## config.mk

```make
export PLATFORM = sky130hd
export DESIGN_NAME = rkc_div
export DESIGN_NICKNAME = d
export VERILOG_FILES = /design/src/rtl/rkc_pkg.sv /design/src/rtl/rkc_div.sv
export SDC_FILE = /design/constraint.sdc
export NUM_CORES = 1
export LEC_CHECK = 0
export ABC_AREA = 1
export BUFFER_PORTS_ARGS = -buffer_cell sky130_fd_sc_hd__buf_2
export CAP_MARGIN = 10
export CORE_AREA = 5 5 149 151
export CTS_CLUSTER_SIZE = 25
export DETAILED_ROUTE_END_ITERATION = 12
export DIE_AREA = 0 0 154 156
export GPL_TIMING_DRIVEN = 0
export PLACE_DENSITY = 0.76
export SYNTH_ARGS = -nofsm -noshare
export SYNTH_HDL_FRONTEND = slang
export SYNTH_SLANG_ARGS = --single-unit
```

## constraint.sdc

```tcl
create_clock -name clock -period 6.91 [get_ports clock]
set_input_delay 1.382 -clock clock [delete_from_list [all_inputs] [get_ports clock]]
set_output_delay 1.382 -clock clock [all_outputs]
set_load 0.01 [all_outputs]
```

## src/rtl/rkc_pkg.sv

```systemverilog
`default_nettype none
package rkc_pkg;

   // fixed field widths
   localparam int PIX_W      = 8;
   localparam int TAP_COUNT  = 25;
   localparam int SUM_W      = 21;  // 25 * 128 * 255 fits with sign
   localparam int MAG_W      = 20;
   localparam int DIV_W      = 16;
   localparam int CSR_W      = 64;
   localparam int CSR_IDX_W  = 3;

   // parameter defaults
   localparam int DEF_MAX_WIDTH  = 1024;
   localparam int DEF_MAX_HEIGHT = 1024;
   localparam int DEF_MAX_KERNEL = 5;

   // register indexes
   typedef enum logic [CSR_IDX_W-1:0] {
      REG_FRAME_WIDTH  = 3'd0,
      REG_FRAME_HEIGHT = 3'd1,
      REG_KERNEL_SIZE  = 3'd2,
      REG_DIVISOR      = 3'd3,
      REG_TAPS_A       = 3'd4,
      REG_TAPS_B       = 3'd5,
      REG_TAPS_C       = 3'd6,
      REG_TAP_LAST     = 3'd7
   } reg_index_type;

   typedef enum logic [2:0] {
      ST_IDLE,
      ST_READ,
      ST_DRAIN,
      ST_START,
      ST_DIV,
      ST_HOLD
   } state_type;

   // accumulator control
   typedef struct packed {
      logic clear;
      logic en;
   } mac_ctl_type;

   typedef logic signed [SUM_W-1:0] sum3_type [3];
   typedef logic [PIX_W-1:0] byte3_type [3];

endpackage
`default_nettype wire

```

## src/rtl/rkc_div.sv

```systemverilog
`default_nettype none
module rkc_div (
   input  wire                         clock,
   input  wire                         reset,
   input  wire                         start,
   input  rkc_pkg::sum3_type           sums,
   input  wire [rkc_pkg::DIV_W-1:0]    divisor,
   output logic                        done,
   output rkc_pkg::byte3_type          quot
);
   import rkc_pkg::*;

   localparam int CNT_W = $clog2(MAG_W + 1);

   logic [MAG_W-1:0] mag_ff [3];
   logic [MAG_W-1:0] mag_in [3];
   logic [DIV_W:0]   rem_ff [3];
   logic [DIV_W:0]   rem_in [3];
   logic [DIV_W:0]   rem_sh [3];
   logic             neg_ff [3];
   logic             neg_in [3];
   logic [CNT_W-1:0] cnt_ff, cnt_in;
   logic             busy_ff, busy_in;
   logic             done_ff, done_in;
   logic [MAG_W-1:0] q_signed [3];

   // restoring division, one quotient bit per cycle on three lanes
   always_comb begin
      cnt_in  = cnt_ff;
      busy_in = busy_ff;
      done_in = 1'b0;
      for (int ch = 0; ch < 3; ch++) begin
         mag_in[ch] = mag_ff[ch];
         rem_in[ch] = rem_ff[ch];
         neg_in[ch] = neg_ff[ch];
         rem_sh[ch] = {rem_ff[ch][DIV_W-1:0], mag_ff[ch][MAG_W-1]};
      end
      if (start) begin
         busy_in = 1'b1;
         cnt_in  = CNT_W'(MAG_W);
         for (int ch = 0; ch < 3; ch++) begin
            neg_in[ch] = sums[ch][SUM_W-1];
            mag_in[ch] = sums[ch][SUM_W-1] ? MAG_W'(-sums[ch]) : MAG_W'(sums[ch]);
            rem_in[ch] = '0;
         end
      end else if (busy_ff) begin
         for (int ch = 0; ch < 3; ch++) begin
            if (rem_sh[ch] >= {1'b0, divisor}) begin
               rem_in[ch] = rem_sh[ch] - {1'b0, divisor};
               mag_in[ch] = {mag_ff[ch][MAG_W-2:0], 1'b1};
            end else begin
               rem_in[ch] = rem_sh[ch];
               mag_in[ch] = {mag_ff[ch][MAG_W-2:0], 1'b0};
            end
         end
         cnt_in = cnt_ff - 1'b1;
         if (cnt_ff == CNT_W'(1)) begin
            busy_in = 1'b0;
            done_in = 1'b1;
         end
      end
   end

   always_ff @(posedge clock) begin
      mag_ff <= mag_in;
      rem_ff <= rem_in;
      neg_ff <= neg_in;
      cnt_ff <= cnt_in;
      if (reset) begin
         busy_ff <= 1'b0;
         done_ff <= 1'b0;
      end else begin
         busy_ff <= busy_in;
         done_ff <= done_in;
      end
   end

   // sign restore, truncation toward zero
   always_comb begin
      for (int ch = 0; ch < 3; ch++) begin
         q_signed[ch] = neg_ff[ch] ? -mag_ff[ch] : mag_ff[ch];
         quot[ch]     = q_signed[ch][PIX_W-1:0];
      end
   end

   assign done = done_ff;

   a_no_restart: assert property (@(posedge clock) disable iff (reset)
      busy_ff |-> !start) else $error("divider restarted while busy");
   a_done_ends_busy: assert property (@(posedge clock) disable iff (reset)
      done_ff |-> !busy_ff) else $error("divider done while busy");
   a_done_after_run: assert property (@(posedge clock) disable iff (reset)
      done_ff |-> $past(busy_ff)) else $error("done without a run");
endmodule
`default_nettype wire
```

==> summary.md <==
| Metric | Value |
|---|---|
| Final hold vios | `0` |
| CP most frequent cell | `inv_1` |
| CP Class | `reg -> out` |
| Max VDD drop | `about 0.16 mV` |
| Die height | `156 um` |
| Pwr Density | `181 nW/um^2` |
| Synth Warn # | `0` |
| Delay-heaviest family, CP | `flip-flops` |
| Clk pin slew, worst setup/hold paths | `0.06 ns` |
| Routed WL per cell | `~14 um` |
| Initial antenna violation count | `0` |
| Worst reg2reg endpoint | `mag_ff[0]` |
| WP buf/inv | `3` |
| Via count | `10141` |
| Worst Reg-to-Reg Cells | `12` |
| Hold_sp | `rem_ff[2]` |
| Synthesized Nets | `1694` |
| Slowest CP cell | `edfxtp_1` |
| Layout cell share with drive strength beyond 1 | `0.110` |
| Crit path DAT | `1.91 ns` |
| FF-to-FF Start | `rem_ff[10]` |
| Global route total overflow | `0` |
| CP Max Fanout | `3` |
| Fill count | `2010` |
| Row cnt | `53` |
| Min-Delay Endpoint | `rem_ff[2]` |
| CP endpoint kind | `output pin` |
| DR DRC count | `0` |
| Worst R2R Setup Slack | `between 4 and 5 ns` |
| Latest clock arrival within the worst-skew pair | `0.44 ns` |
| WP data required | `5.53 ns` |
| Period utilization | `0.476` |
| Setup TNS | `0 ns` |
| Final core utilization | `0.558` |
| Hold Path Class | `reg -> reg` |
| Hold buffer count at cts | `0` |
| Total Routing Usage GR | `0.229` |
| CTS max path bufs | `2` |
| Least-Margin Pin Slew | `0.651 ns` |
| Clock Skews | `0.0120 ns` |
| Commonest non-fill, non-tap cell in the layout | `nand2_1` |
| CTS Buf Count | `17` |
| Slew margin rel. | `0.566` |
| Slew Limit Fails | `0` |
| Leak | `6.03 nW` |
| Seq cells post-synth | `approximately 120` |
| Post-synth EDFFs | `63` |
| Total die area | `24000 um^2` |
| Port buffer count | `106` |
| DP HPWL | `21.1 mm` |
| N_diodes | `0` |
| Post-route ant nets | `0` |
| Max stage delay on crit path | `0.46 ns` |
| Largest net degree at the start of global routing | `40` |
| First-pass GRT wire length | `45.3 mm` |
| DP Area | `11000 um^2` |
| Syn avg cell area | `approximately 6.5 um^2` |
| Synthesis-to-finish area growth | `14.4%` |
| Crit start category | `flop` |
| Fmax | `just over 300 MHz` |
| Total routed wirelength | `27.9 mm` |
| # IOs | `107` |
| Crit-path cells | `inv_1 > ha_1 > inv_1 > o41ai_1 > xnor2_1 > buf_2` |
| Pre-Repair DR Iteration Count | `5` |
| H-tree levels | `4` |
| Initial Util | `0.488` |
| Final setup fails | `0` |
| Most frequent cells in the layout | `534 x nand2_1, 230 x inv_1, 138 x nand3_1, 120 x buf_2, 109 x nor2_1` |
| Synth Instances | `1553` |
| Final Wtd Congestion | `between 0.9 and 1` |
| Max-cap violation count | `0` |
| Netlist cell types | `41` |
| Final min period | `~3.3 ns` |
| Via/cell ratio | `5.16` |
| Clock root buffer | `clkbuf_16` |
| Die width | `154 um` |
| CTS tree | `built` |
| Status | `finished, final reports clean` |
| Hold WS | `approximately 0.47 ns` |
| Initial drt markers | `between 600 and 700` |
| Post-CTS resize count | `0` |
| Core Box Area | `roughly 21000 um^2` |
| Nets@finish | `1820` |
| Mapped Area | `approximately 10000 um^2` |
| Unrepaired setup endpoints after global routing | `false` |
| Ys async rst share | `0` |
| Hold Crit Depth | `2` |
| Register area share after synthesis | `0.297` |
| Top FF cell, synth | `edfxtp_1` |
| Number of global-route vias before repair | `9657` |
| Sink Count | `118` |
| Postcts setup bufs | `0` |
| Fin area | `between 10000 and 15000 um^2` |
==> flip-flops by register name, summed over array words and instances, names as in the netlist <==
signal and flops:
mag_ff 60, rem_ff 48, cnt_ff 5, neg_ff 3, busy_ff 1, done 1
==> synth_stat cells, types with 2 or more instances <==
library cell / n / area share
nand2_1: 534 / 0.20
inv_1: 230 / 0.086
nand3_1: 138 / 0.068
nor2_1: 109 / 0.041
o21ai_0: 70 / 0.035
edfxtp_1: 63 / 0.19
ha_1: 56 / 0.069
dfxtp_1: 55 / 0.11
a21oi_1: 45 / 0.022
nand3b_1: 35 / 0.026
xnor2_1: 35 / 0.030
xor2_1: 32 / 0.028
nor3_1: 24 / 0.012
clkbuf_1: 18 / 0.0067
buf_2: 14 / 0.0069
nand4_1: 14 / 0.0087
a31oi_1: 11 / 0.0068
o31ai_1: 8 / 0.0060
buf_4: 6 / 0.0045
nand2_2: 6 / 0.0037
nand2_4: 6 / 0.0067
o41ai_1: 6 / 0.0052
clkinv_1: 4 / 0.0015
fa_1: 3 / 0.0060
nand3_2: 3 / 0.0030
nor2_4: 3 / 0.0033
o21a_1: 3 / 0.0022
o21bai_1: 3 / 0.0022
o22ai_1: 3 / 0.0019
buf_6: 2 / 0.0022
nor2_2: 2 / 0.0012
o21ai_1: 2 / 0.00099
o21ai_2: 2 / 0.0017
==> worst min-delay path: stages, from the launching register on <==
cell and delay, ns:
dfxtp_1 0.32, nand2_1 0.06, nand2_1 0.04
==> how the worst max path moves through the flow <==
| stage | from | end | slack [ns] | cells after the start |
|---|---|---|---|---|
| final | mag_ff[20] | quot[14] | 3.62 | 6 |
| after global routing | mag_ff[40] | quot[22] | 3.50 | 6 |
| after CTS | mag_ff[20] | quot[14] | 3.60 | 6 |
| after detailed placement | start | mag_ff[45] | 3.28 | 5 |
| after global placement | start | mag_ff[45] | 1.59 | 4 |
| after floorplan | start | mag_ff[0] | 3.08 | 3 |
==> routing by layer <==
metal  global-route usage  part of all wire  vias up
met5                    0                 0        -
met4               0.0782             0.025        0
met3               0.0388             0.065       49
met2                0.397              0.47      331
met1                0.290              0.44     4525
li1                     -                 -     5236
==> power by group <==
| group | switching, mW | internal (mW) |
|---|---|---|
| registers | 0.0319 | 0.799 |
| clock network | 0.378 | 0.472 |
| logic | 0.253 | 0.150 |
==> final cells by class <==
| class | count | area, um^2 | share of cell area |
|---|---|---|---|
| plain buffers | 42 | 224 | 0.0194 |
| clock buffers | 17 | 425 | 0.0369 |
| clock inverters | 15 | 134 | 0.0116 |
| inverters | 234 | 880 | 0.0762 |
| multi-input cells | 1159 | 5990 | 0.519 |
| flip-flops and latches | 118 | 2990 | 0.259 |
| well taps | 275 | 344 | 0.0298 |
| repair buffers | 107 | 551 | 0.0477 |
==> logic make-up after synthesis <==
group           Yosys count  synth area share
fa+ha+maj                59            0.0754
compound gates          155            0.0857
flops                   118             0.297
buf+inv                 276             0.109
xor+xnor                 67            0.0582
simple gates            878             0.375
==> stage by stage <==
stage,power [mW],setup WS (ns),cells
3_5_place_dp,1.24,3.28,1935
6_report,2.08,3.62,1967
4_1_cts,2.09,3.60,1967
5_1_grt,2.18,3.50,1967
2_1_floorplan,1.10,3.08,1553
3_3_place_gp,1.24,1.59,1934
Power figures use the tool's default switching activity.
