**config.mk**
```make
export PLATFORM = sky130hd
export DESIGN_NAME = rkc_mac
export DESIGN_NICKNAME = d
export VERILOG_FILES = /design/src/rtl/rkc_pkg.sv /design/src/rtl/rkc_mac.sv
export SDC_FILE = /design/constraint.sdc
export NUM_CORES = 1
export LEC_CHECK = 0
export BUFFER_PORTS_ARGS = -buffer_cell sky130_fd_sc_hd__buf_2
export CAP_MARGIN = 20
export CORE_MARGIN = 4
export CORE_UTILIZATION = 50
export DETAILED_ROUTE_END_ITERATION = 8
export PLACE_DENSITY = 0.66
export RECOVER_POWER = 100
export SYNTH_ARGS = -nofsm -noshare
export SYNTH_HDL_FRONTEND = slang
export SYNTH_SLANG_ARGS = --single-unit
```
**constraint.sdc**
```tcl
create_clock -name clock -period 8.89 [get_ports clock]
set_input_delay 1.778 -clock clock [delete_from_list [all_inputs] [get_ports clock]]
set_output_delay 1.778 -clock clock [all_outputs]
set_load 0.01 [all_outputs]
```
**src/rtl/rkc_pkg.sv**
```systemverilog
`default_nettype none
package rkc_pkg;

   // fixed field widths
   localparam int PIX_W      = 8;
   localparam int TAP_COUNT  = 25;
   localparam int SUM_W      = 21;  // 25 * 128 * 255 fits with sign
   localparam int MAG_W      = 20;
   localparam int DIV_W      = 16;
   localparam int CSR_W      = 64;
   localparam int CSR_IDX_W  = 3;

   // parameter defaults
   localparam int DEF_MAX_WIDTH  = 1024;
   localparam int DEF_MAX_HEIGHT = 1024;
   localparam int DEF_MAX_KERNEL = 5;

   // register indexes
   typedef enum logic [CSR_IDX_W-1:0] {
      REG_FRAME_WIDTH  = 3'd0,
      REG_FRAME_HEIGHT = 3'd1,
      REG_KERNEL_SIZE  = 3'd2,
      REG_DIVISOR      = 3'd3,
      REG_TAPS_A       = 3'd4,
      REG_TAPS_B       = 3'd5,
      REG_TAPS_C       = 3'd6,
      REG_TAP_LAST     = 3'd7
   } reg_index_type;

   typedef enum logic [2:0] {
      ST_IDLE,
      ST_READ,
      ST_DRAIN,
      ST_START,
      ST_DIV,
      ST_HOLD
   } state_type;

   // accumulator control
   typedef struct packed {
      logic clear;
      logic en;
   } mac_ctl_type;

   typedef logic signed [SUM_W-1:0] sum3_type [3];
   typedef logic [PIX_W-1:0] byte3_type [3];

endpackage
`default_nettype wire

```
**src/rtl/rkc_mac.sv**
```systemverilog
`default_nettype none
module rkc_mac (
   input  wire                          clock,
   input  rkc_pkg::mac_ctl_type         ctl,
   input  wire signed [7:0]             tap,
   input  wire [23:0]                   pixel,
   output rkc_pkg::sum3_type            sums
);
   import rkc_pkg::*;

   logic signed [SUM_W-1:0] acc_ff [3];
   logic signed [SUM_W-1:0] acc_in [3];
   logic signed [16:0]      prod [3];

   // one signed tap times three unsigned channels, accumulated
   always_comb begin
      for (int ch = 0; ch < 3; ch++) begin
         prod[ch]   = tap * $signed({1'b0, pixel[ch*PIX_W +: PIX_W]});
         acc_in[ch] = acc_ff[ch];
         if (ctl.clear) begin
            acc_in[ch] = '0;
         end else if (ctl.en) begin
            acc_in[ch] = acc_ff[ch] + SUM_W'(prod[ch]);
         end
      end
   end

   always_ff @(posedge clock) begin
      acc_ff <= acc_in;
   end

   assign sums = acc_ff;
endmodule
`default_nettype wire

```
==> results of run 1 <==
==> how the worst min path moves through the flow <==
stage             start  endpoint  slack (ns)  cells after the start
3_3_place_gp   sums[47]  sums[47]        0.48                      2
5_1_grt        sums[53]  sums[53]        0.53                      2
3_5_place_dp   sums[47]  sums[47]        0.49                      2
2_1_floorplan  sums[39]  sums[39]        0.50                      2
6_report       sums[59]  sums[59]        0.50                      2
4_1_cts        sums[47]  sums[47]        0.50                      2
==> worst max-delay path: stages <==
cell and delay (ns):
clkbuf_1 0.87, nand2_1 0.21, fa_1 0.56, inv_1 0.06
fa_1 0.50, inv_1 0.06, fa_1 0.53, inv_1 0.05
fa_1 0.43, ha_1 0.28, ha_1 0.33, a211oi_1 0.40
o21ai_0 0.28, a2111oi_0 0.76, a21oi_1 0.10, a41oi_1 0.38
mux2i_1 0.23, nand4_1 0.10
==> power breakdown <==
group / switching, mW / internal, mW / total (mW)
sequential: 0.0944 / 0.384 / 0.479
combinational: 1.77 / 1.44 / 3.20
clock: 0.144 / 0.245 / 0.389
==> layer usage <==
metal,track usage,up-vias,share of wire,wire (microns)
met4,0.0455,0,0.013,314
met5,0,-,0,0
met2,0.346,164,0.47,11300
met1,0.294,4156,0.48,11500
met3,0.0297,18,0.039,943
li1,-,4134,-,-
==> layout by cell type (no fill, tap or decap), types with 5 or more instances in the layout <==
master     Yosys  final
and3_1         6      6
fa_1         154    154
xnor2_1       37     37
nor3_1        14     14
a31oi_1        7      8
inv_1        212    212
dfxtp_1       63     63
clkbuf_16      0      9
xor2_1        11     11
ha_1         192    192
nand2b_1      12     12
a211oi_1      15     15
buf_2          0     32
clkbuf_1      27     68
and2_1        85     85
nor2_1        97     97
a21oi_1       37     38
o21ai_0       20     21
o211ai_1       5      5
mux2i_1       42     42
o21a_1         9      9
a21o_1        13     13
nand3_1        5      5
nand2_1      112    112
==> synth_stat cells, types with 3 or more instances <==
cell type  count  area (sq um)
and2_1        85           532
nand3_1        5          25.0
o21a_1         9          67.6
nor2_1        97           364
nand2b_1      12          75.1
ha_1         192          2400
dfxtp_1       63          1260
o21ai_0       20           100
buf_1          6          22.5
inv_1        212           796
a21oi_1       37           185
and3_1         6          37.5
o211ai_1       5          37.5
a31oi_1        7          43.8
nand4_1        3          18.8
nor4b_1        4          35.0
mux2i_1       42           420
xor2_1        11          96.3
nand2_1      112           420
o31ai_1        4          30.0
fa_1         154          3080
nor2b_1        4          25.0
xnor2_1       37           324
a21o_1        13          97.6
nor3b_1        3          22.5
a211oi_1      15           113
o22ai_1        3          18.8
nor3_1        14          70.1
clkbuf_1      27           101
==> cell type report <==
class                   instances  area, sq um  share of cell area
clock buffers                  12          236              0.0196
well taps                     280          350              0.0290
repair buffers                 99          419              0.0347
inverters                     213          800              0.0662
flip-flops and latches         63         1260               0.104
clock inverters                 4         70.1             0.00581
multi-input cells             926         8930               0.740
==> per-stage QoR <==
step	power, mW	cells	area (sq um)
2_1_floorplan	3.06	1236	11100
3_3_place_gp	3.65	1581	11900
3_5_place_dp	3.72	1581	11900
4_1_cts	4.15	1597	12200
5_1_grt	4.63	1597	12100
6_report	4.07	1597	12100
==> logic make-up after synthesis <==
| family | after synthesis | share of synthesized area |
|---|---|---|
| AOI/OAI and AO/OA | 134 | 0.0804 |
| xor gates and xnor gates | 48 | 0.0377 |
| adders and majority gates | 346 | 0.492 |
| buffers and inverters | 247 | 0.0839 |
| DFF | 63 | 0.113 |
| muxes | 44 | 0.0404 |
| and+or+nand+nor | 354 | 0.152 |
==> impl_results.md, run 1 <==
* Leak at 6.35 nW
* Yosys cell types at 57
* RSZ-0062 raised after global routing: no
* Post-layout util at 0.551
* Critical Path Start: tap[0]
* CTS tree: done
* Clk root buf: clkbuf_16
* Setup CP Type: in2reg
* Mapped Cells at 1236
* Port bufs at 97
* Initial core utilization at 0.509
* Top Ports at 98
* Final wirelength at 24.1 mm
* Mean post-synth cell area at 9.02 sq um
* Fmax at 0.130 GHz
* Setup ws final at 1.19 ns
* Crit. End Element: flip-flop
* Core ar. at 0.0219 sq mm
* Critical path destination: sums[20]
* Critical Path Fanout Max at 24
* Slew Viols, Final at 68
* Antenna Nets Post-Route at 0
* Worst min path class: reg2reg
* CTS clock-pin slew for the worst setup and hold paths at 0.06 ns
* Crit start category: input pin
* Ys async rst share at 0
* Final worst path period need at 7.70 ns
* Hold_buf cts at 0
* Site row count at 54
* FF-to-FF Start: sums[6]
* Initial DRC Count at 420
* Hold Vio Cnt, Final at 0
* Die ar. at 0.0247 sq mm
* Pwr Density at 337 mW/mm^2
* CP Data Arrival Time at 7.92 ns
* H-tree depth at 3
* Failing checks: max-capacitance violations, max-slew violations
* # DRC at 0
* Vias at 8472
* Vias in the first global route at 8740
* Endpoints failing setup at 0
* Routability cong. at 0.837
* CTS buffer count at 9
* TNS Setup at 0 ns
* Register area share after synthesis at 0.113
* Largest register FFs at 63
* Outcome: complete, but fails checks
* Die height at 157 microns
* Period utilization at 0.866
* Largest net degree at the start of global routing at 76
* Initial antenna violation count at 0
* Peak VDD IR at 0.203 mV
* CTS max path bufs at 2
* Data required, critical path at 9.12 ns
* Worst R2R Setup Slack at 3.25 ns
* Fin nets at 1693
* Post-place setup slack at 1.45 ns
* N_diodes at 0
* Mapped Area at 0.0111 sq mm
* Setup Buffers After CTS at 0
* Cts repair resizes at 0
* Initial DRT Pass Iterations at 5
* Layout fillers at 2119
* CTS Sinks at 63
* Total gr overflow at 0
* Max-cap violations at 1
* Post-synth top flop: dfxtp_1
* Total GRT Usage at 0.209
* EDFF count, synth at 0
* #FFs+latches synth at 63
* Slew @ Worst Pin at 4.25 ns
* Layout area overhead at 8.30%
* Drt via density at 5.30
* Yosys warning count at 0
* Worst r2r path cells at 17
* Slew headroom at -1.83
* RR Endpoint: sums[20]
* Layout cells sized above 1 at 0.0418
* Drt wl/cell at 15.1 microns
* Die X at 157 microns
* Skew-Pair Late Insertion Delay at 0.34 ns
* First-pass GRT wire length at 42.0 mm
* Post-synth net total at 1617
* Final Skew at 0.00716 ns
* DP HPWL at 18.7 mm
* WHS at 0.495 ns
Power figures use the tool's default switching activity.
==> inputs of run 2 (changes only) <==
==> constraint.sdc (replaced) <==
create_clock -name clock -period 8.89 [get_ports clock]
set_input_delay 1.3335 -clock clock [delete_from_list [all_inputs] [get_ports clock]]
set_output_delay 1.3335 -clock clock [all_outputs]
set_load 0.01 [all_outputs]
==> run 2 against run 1 <==
Compared with the run above: maximum frequency is 4.9% higher; the run still ends with max-capacitance violations, max-slew violations left; routed wire length shrank 1.1%; sequential power hardly changed; critical path depth decreased by 1.
==> impl_results.md, run 2 (same netlist as run 1, synthesis figures left out) <==
* CTS buffer count at 9
* Peak VDD IR at 0.196 mV
* CTS max path bufs at 2
* Vias at 8479
* Hold Vio Cnt, Final at 0
* Switching pwr at 2.02 mW
* H-tree depth at 3
* Fin nets at 1694
* Layout fillers at 2109
* CTS clock-pin slew for the worst setup and hold paths at 0.06 ns
* Slew Viols, Final at 48
* RSZ-0062 raised after global routing: no
* Vias in the first global route at 8780
* Skew-Pair Late Insertion Delay at 0.35 ns
* Clock power frac at 0.099
* Post-layout util at 0.552
* # DRC at 0
* Slowest CP cell: fa_1
* Worst R2R Setup Slack at 3.30 ns
* FF-to-FF Start: sums[6]
* P_int at 2.07 mW
* Top Ports at 98
* Final Skew at 0.00759 ns
* Antenna Nets Post-Route at 0
* Pwr Density at 338 mW/mm^2
* Largest register FFs at 63
* Leak at 6.35 nW
* Cts repair resizes at 0
* CTS Sinks at 63
* Crit path cell chain: buf_2 > buf_4 > clkinv_1 > fa_1 > inv_1 > fa_1 > fa_1 > fa_1 > fa_1 > ha_1 > o211ai_1 > o21ai_0 > a2111oi_0 > a21oi_1 > a41oi_1 > mux2i_1 > nand4_1
* Routability cong. at 0.846
* Total gr overflow at 0
* Worst r2r path cells at 17
* Comb power frac at 0.784
* Setup CP Type: in2reg
* Initial DRC Count at 363
* CTS tree: done
* Initial core utilization at 0.509
* Fmax at 0.136 GHz
* Final wirelength at 23.8 mm
* Outcome: complete, but fails checks
* Fin area at 0.0121 sq mm
* Power, Total at 4.08 mW
* Period utilization at 0.826
* Critical path depth at 17
* Drt wl/cell at 14.9 microns
* CP peak stage delay at 0.75 ns
* Initial antenna violation count at 2
* Switching share of power at 0.494
* TNS Setup at 0 ns
* Slew headroom at -1.14
* WHS at 0.492 ns
* Failing checks: max-capacitance violations, max-slew violations
* Core ar. at 0.0219 sq mm
* Critical Path Fanout Max at 27
* First-pass GRT wire length at 42.1 mm
* Die height at 157 microns
* Clk root buf: clkbuf_16
* Slew @ Worst Pin at 3.22 ns
* Max-cap violations at 1
* Critical path's top delay family: adder cells
* Data required, critical path at 9.12 ns
* Most frequent CP cell: fa_1
* RR Endpoint: sums[20]
* Crit start category: input pin
* Seq pwr share at 0.117
* Worst Path Buf+Inv at 4
* Initial DRT Pass Iterations at 5
* DP HPWL at 18.6 mm
* Largest net degree at the start of global routing at 76
* Commonest non-fill, non-tap cell in the layout: inv_1
* Final worst path period need at 7.34 ns
* Port bufs at 97
* Endpoints failing setup at 0
* Crit. End Element: flip-flop
* Total GRT Usage at 0.208
* Drt via density at 5.30
* Site row count at 54
* Setup Buffers After CTS at 0
* Commonest non-fill, non-tap cells in the layout: inv_1, ha_1, fa_1
* Layout area overhead at 8.51%
* Layout cells sized above 1 at 0.0432
* Hold_buf cts at 0
* Worst min path class: reg2reg
* Critical Path Start: tap[7]
* Die X at 157 microns
* Critical path destination: sums[20]
* Post-Place Cell Area at 0.0119 sq mm
* Die ar. at 0.0247 sq mm
* CP Data Arrival Time at 7.56 ns
## run 2: cell count changes in the layout (fill, tap and decap cells not counted), sizes merged
cell      delta
diode        +1
clkinvlp     +1
## run 2: cell type report
| class | count | area (sq um) | share of cell area |
|---|---|---|---|
| diodes | 1 | 2.50 | 0.000207 |
| inverters | 213 | 800 | 0.0661 |
| clock inverters | 5 | 81.3 | 0.00673 |
| repair buffers | 100 | 423 | 0.0350 |
| well taps | 280 | 350 | 0.0290 |
| multi-input cells | 926 | 8930 | 0.739 |
| flip-flops and latches | 63 | 1260 | 0.104 |
| clock buffers | 11 | 243 | 0.0201 |
## run 2: through the flow
stage | worst slack (ns) | std cells
5_1_grt | 1.03 | 1599
6_report | 1.55 | 1599
2_1_floorplan | 2.18 | 1236
3_3_place_gp | 1.55 | 1582
3_5_place_dp | 1.48 | 1582
4_1_cts | 1.86 | 1598
## run 2: power by group through the flow
stage,sequential (mW),clock [mW],combinational (mW)
3_5_place_dp,0.479,0,3.23
5_1_grt,0.489,0.428,3.74
4_1_cts,0.474,0.417,3.27
3_3_place_gp,0.481,0,3.17
6_report,0.476,0.405,3.20
2_1_floorplan,0.497,0,2.57
## run 2: per-layer routing
layer | share of wire | GRT usage | wire length [microns] | vias up
met5 | 0.00029 | 0 | 7 | -
li1 | - | - | - | 4130
met2 | 0.46 | 0.340 | 11000 | 146
met1 | 0.48 | 0.294 | 11500 | 4177
met3 | 0.040 | 0.0300 | 954 | 24
met4 | 0.014 | 0.0524 | 324 | 2
## run 2: worst min-delay path by stage
stage / startpoint / endpoint / slack (ns) / cells after the start
floorplan: sums[39] / sums[39] / 0.50 / 2
global placement: sums[39] / sums[39] / 0.48 / 2
CTS: sums[39] / sums[39] / 0.49 / 2
finish: sums[39] / sums[39] / 0.49 / 2
detailed placement: sums[39] / sums[39] / 0.48 / 2
global route: sums[61] / sums[61] / 0.52 / 2
## run 2: worst min-delay path, cell delays in order (launching register included)
cell     delay, ns
dfxtp_1       0.33
nand2_1       0.05
o21ai_0       0.06
